==> src/hdl/lssr_pkg.sv <==
// Package: shared types, constants and helpers for the light screen rectangle block.
package lssr_pkg;

  localparam int unsigned CornerCount = 8;
  localparam int unsigned CfgRegCount = 8;
  localparam int unsigned CfgIdxW     = 3;
  localparam int unsigned CfgDataW    = 64;
  localparam int unsigned ScrW        = 17;
  localparam int unsigned ClipW       = 66;   // three 48-bit terms plus a 32-bit entry
  localparam int unsigned QuotW       = 15;   // quotient bits of c*32768/w below 32768
  localparam logic [ScrW-1:0] ScrOne  = 17'd65536;
  localparam logic [ScrW-1:0] ScrHalf = 17'd32768;

  typedef enum logic [CfgIdxW-1:0] {
    RegM00M01 = 3'd0,
    RegM02M03 = 3'd1,
    RegM10M11 = 3'd2,
    RegM12M13 = 3'd3,
    RegM20M21 = 3'd4,
    RegM22M23 = 3'd5,
    RegM30M31 = 3'd6,
    RegM32M33 = 3'd7
  } cfg_reg_e;

  typedef struct packed {
    logic signed [31:0] light_x;
    logic signed [31:0] light_y;
    logic signed [31:0] light_z;
    logic        [30:0] light_range;
  } light_t;

  typedef struct packed {
    logic [ScrW-1:0] rect_min_x;
    logic [ScrW-1:0] rect_min_y;
    logic [ScrW-1:0] rect_max_x;
    logic [ScrW-1:0] rect_max_y;
    logic            behind_eye;
  } rect_t;

  // One corner in clip space, handed from the transform front to the divide back.
  typedef struct packed {
    logic signed [ClipW-1:0] cx;
    logic signed [ClipW-1:0] cy;
    logic signed [ClipW-1:0] cw;
    logic                    last;
  } corner_t;

  // Saturate a 33-bit sum to the signed 32-bit range.
  function automatic logic signed [31:0] sat32(input logic signed [32:0] v);
    logic signed [31:0] r;
    if (v > 33'sh0_7FFF_FFFF)       r = 32'sh7FFF_FFFF;
    else if (v < -33'sh0_8000_0000) r = 32'sh8000_0000;
    else                            r = v[31:0];
    return r;
  endfunction

endpackage

==> src/hdl/lssr_fifo.sv <==
// Short queue of clip-space corners between the front and the back.
module lssr_fifo import lssr_pkg::*; #(
  parameter int unsigned DEPTH = 4
) (
  input  logic    clk_i,
  input  logic    rst_ni,
  input  logic    wr_valid_i,
  output logic    wr_ready_o,
  input  corner_t wr_data_i,
  output logic    rd_valid_o,
  input  logic    rd_ready_i,
  output corner_t rd_data_o
);

  localparam int unsigned AW = $clog2(DEPTH);

  corner_t         mem_q [DEPTH];
  logic [AW-1:0]   wp_q, rp_q;
  logic [AW:0]     cnt_q;
  logic            wr, rd;

  assign wr_ready_o = (cnt_q != (AW+1)'(DEPTH));
  assign rd_valid_o = (cnt_q != '0);
  assign wr = wr_valid_i && wr_ready_o;
  assign rd = rd_valid_o && rd_ready_i;
  assign rd_data_o = mem_q[rp_q];

  always_ff @(posedge clk_i or negedge rst_ni) begin
    if (!rst_ni) begin
      wp_q  <= '0;
      rp_q  <= '0;
      cnt_q <= '0;
    end else begin
      if (wr) wp_q <= (wp_q == AW'(DEPTH-1)) ? '0 : wp_q + AW'(1);
      if (rd) rp_q <= (rp_q == AW'(DEPTH-1)) ? '0 : rp_q + AW'(1);
      cnt_q <= cnt_q + (AW+1)'(wr) - (AW+1)'(rd);
    end
  end

  always_ff @(posedge clk_i) begin
    if (wr) mem_q[wp_q] <= wr_data_i;
  end

endmodule

==> config.mk <==
export PLATFORM = sky130hd
export DESIGN_NAME = lssr_fifo
export DESIGN_NICKNAME = d
export VERILOG_FILES = /design/src/hdl/lssr_pkg.sv /design/src/hdl/lssr_fifo.sv
export SDC_FILE = /design/constraint.sdc
export NUM_CORES = 1
export LEC_CHECK = 0
export BUFFER_PORTS_ARGS = -buffer_cell sky130_fd_sc_hd__buf_2
export CORE_ASPECT_RATIO = 1.1
export CORE_MARGIN = 4
export CORE_UTILIZATION = 61
export DETAILED_ROUTE_END_ITERATION = 12
export GPL_TIMING_DRIVEN = 0
export PLACE_DENSITY_LB_ADDON = 0.15
export SYNTH_ARGS = -nofsm -noshare
export SYNTH_HDL_FRONTEND = slang
export SYNTH_SLANG_ARGS = --single-unit
==> constraint.sdc <==
create_clock -name clk_i -period 9.3 [get_ports clk_i]
set_clock_uncertainty 0.1 [all_clocks]
set_input_delay 0 -clock clk_i [delete_from_list [all_inputs] [get_ports clk_i]]
set_output_delay 0 -clock clk_i [all_outputs]
set_load 0.02 [all_outputs]
==> qor_table.md <==
| Item | This run | Unit |
| --- | --- | --- |
| Run status | completed | - |
| Summed instance area of the synthesized netlist | 29200 | µm² |
| CTS clock-pin slew for the worst setup and hold paths | 0.07 | ns |
| Net switching power figure | 3860 | µW |
| Detailed Route WL | 65.6 | mm |
| Via count of the first global-routing pass | 15400 | - |
| Power share of the combinational group | 0.344 | - |
| Crit-path leading delay family | buffers and inverters | - |
| Total of buffers placed on input and output ports | 403 | - |
| Final count of pins violating max slew | 0 | - |
| Count of max-cap constraint violations | 0 | - |
| Overall global routing resource usage | 0.259 | - |
| Capture instance of the worst register-to-register path | mem_q[0][119] | - |
| TritonCTS Sinks | 803 | - |
| Critical path buffer and inverter count | 3 | - |
| Post-synthesis net count | 1289 | - |
| Sequential fraction of the synthesis area | 0.825 | - |
| Synth top area share | 0.819 | - |
| Number of antenna-violating nets in the routed design | 0 | - |
| Top-level port count | 404 | - |
| Wirelength per Cell | 26.5 | µm |
| Unrepaired setup endpoints after global routing | false | - |
| Total of warnings raised by yosys | 0 | - |
| Flop-to-flop setup slack | 6.64 | ns |
| Clock root buffer | clkbuf_16 | - |
| Internal power | 7930 | µW |
| Worst EP arrival | 2.60 | ns |
| Worst-path cell with the longest stage delay | clkbuf_1 | - |
| CTS buffer count | 75 | - |
| Core outline area | 46900 | µm² |
| Most common cell after layout, fill and taps aside | edfxtp_1 | - |
| Synth area leader | edfxtp_1 | - |
| Portion of total power attributed to the clock network | 0.237 | - |
| Fillers | 2460 | - |
| HPWL after detailed placement | 37.5 | mm |
| Hold crit path type | in -> reg | - |
| Max Freq | 0.370 | GHz |
| Synth Register Bits | 803 | - |
| Post_cts resized | 0 | - |
| Post-route DRC | 0 | - |
| Top cells by area, synth | edfxtp_1, mux4_2, buf_6, dfrtp_1, ha_1 | - |
| Antenna violations before repair | 12 | - |
| CTS tree | built | - |
| Core utilization of the finished layout | 0.781 | - |
| Clock H-tree levels | 3 | - |
| Total number of vias | 14300 | - |
| Leakage component of the power | 0.0126 | µW |
| Data required time of the worst path | 9.20 | ns |
| Chain of cells forming the critical path | buf_2, clkbuf_1, mux4_2, buf_2 | - |
| Relative contribution of sequential cells to total power | 0.420 | - |
| Buffer levels on the longest clock path | 3 | - |
| Peak supply drop | 0.212 | mV |
| Startpoint of the worst hold path | wr_data_i[189] | - |
| Final setup viols | 0 | - |
| Switching Share | 0.327 | - |
| Total power density per cell area | 322 | nW/µm² |
| Post-layout min period | 2.70 | ns |
| Tightest Pin Transition | 0.875 | ns |
| Yosys cell types | 20 | - |
| Commonest non-fill, non-tap cells in the layout | edfxtp_1, buf_2, dlygate4sd3_1 | - |
| Initial standard-cell utilization of the core | 0.621 | - |
| End point of the worst hold path | mem_q[3][189] | - |
| Total area of multi-input combinational cells | 4740 | µm² |
| Summed negative setup slack over all endpoints | 0 | ns |
| Delay of the slowest cell on the worst path | 0.59 | ns |
| Largest net degree at the start of global routing | 58 | - |
| Drt via density | 5.76 | - |
| Die Footprint | 51400 | µm² |
| Largest fanout of any net on the critical path | 10 | - |
| Depth of the worst register-to-register path | 5 | - |
| Row cnt | 83 | - |
| First-pass iteration count of the detailed router | 5 | - |
| Reg-to-reg startpoint | wp_q[0] | - |
| Mean instance size in the synthesized netlist | 27.1 | µm² |
| Layout Nets | 1989 | - |
| CP dominant cell by count | buf_2 | - |
| Routability Congestion | 0.755 | - |
| First-pass GRT wire length | 97.9 | mm |
| Final-report hold violation count | 0 | - |
| Share of layout cells above drive strength 1 | 0.408 | - |
| Endpoint kind of the worst setup timing path | output port | - |
| Period Utilization, post-route | 0.291 | - |
| Congestion Overflow GR | 0 | - |
| Vertical extent of the die | 237 | µm |
| Latest clock arrival within the worst-skew pair | 0.60 | ns |
| Class of the most critical setup path | reg -> out | - |
| Relative max-transition margin | 0.417 | - |
| Width of the die | 216 | µm |
| Gate count after technology mapping | 1078 | - |
| Startpoint type of the worst setup path | flop | - |
| First-iteration detailed-routing DRC count | 1292 | - |
| FF+latch area | 24100 | µm² |
| Layout overhead on the synthesized area | 25.7 | % |
| Worst Hold Depth | 2 | - |
cells by family after synthesis:
logic type	share of synthesized area
XOR/XNOR	0.000601
adder cells (fa/ha/maj)	0.00369
buffers and inverters	0.0124
flip-flops	0.825
multiplexers	0.155
AND/OR/NAND/NOR	0.00236
power groups by stage:
stage | clock network (µW) | logic (µW) | registers [µW]
3_3_place_gp | 0 | 3860 | 5090
2_1_floorplan | 0 | 2600 | 5010
3_5_place_dp | 0 | 3990 | 5000
4_1_cts | 2830 | 4090 | 4930
6_report | 2790 | 4050 | 4950
5_1_grt | 3000 | 4280 | 4990
state kept, by name, summed over array words and instances, names as in the netlist:
signal  cells
mem_q     796
cnt_q       3
rp_q        2
wp_q        2
metrics by stage:
stage	cells	cell area [µm²]	setup WS [ns]	total power, µW	hold slack [ns]
floorplan	1078	29200	5.62	7600	-0.396
global placement	2118	32000	3.75	8950	-0.257
detailed placement	2132	32400	6.63	8980	-0.250
CTS	2467	36600	6.60	11900	0.0000290
global route	2477	36600	6.48	12300	0.0261
finish	2478	36700	6.60	11800	0.0351
cells in the mapped netlist (all sizes together):
library cell and instances:
edfxtp 796, mux4 199, buf 42, dfrtp 7
ha 7, inv 7, and3 4, mux2 4
clkbuf 3, nor2 2, xnor2 2, and2 1
fa 1, nand2 1, or3 1, or3b 1
layout make-up:
class	count	share of cell area
diodes	11	0.000751
inverters	7	0.000717
multi-input cells	223	0.129
plain buffers	45	0.00918
clock buffers	95	0.0541
clock inverters	34	0.00553
well taps	637	0.0217
repair buffers	623	0.122
flip-flops and latches	803	0.657
metal layers:
layer / vias to the layer above / global-route usage / share of wire
met2: 596 / 0.438 / 0.53
met5: - / 0 / 0.00011
li1: 6117 / - / -
met4: 2 / 0.0892 / 0.030
met1: 7453 / 0.338 / 0.36
met3: 99 / 0.0621 / 0.078
timing repair:
| action | in CTS | in global routing |
|---|---|---|
| setup buffers | 0 | 0 |
| hold buffers | 206 | 0 |
| endpoints found under the hold margin | 854 | 0 |
worst max-delay path by stage:
stage / startpoint / endpoint / slack (ns) / cells after the start
2_1_floorplan: cnt_q[2] / mem_q[0][0] / 5.62 / 2
3_3_place_gp: cnt_q[2] / mem_q[1][116] / 3.75 / 2
3_5_place_dp: wp_q[0] / mem_q[0][115] / 6.63 / 5
4_1_cts: rp_q[1] / rd_data_o[161] / 6.60 / 4
5_1_grt: rp_q[1] / rd_data_o[177] / 6.48 / 4
6_report: rp_q[1] / rd_data_o[177] / 6.60 / 4
No activity file was read; power rests on OpenSTA's default activity.
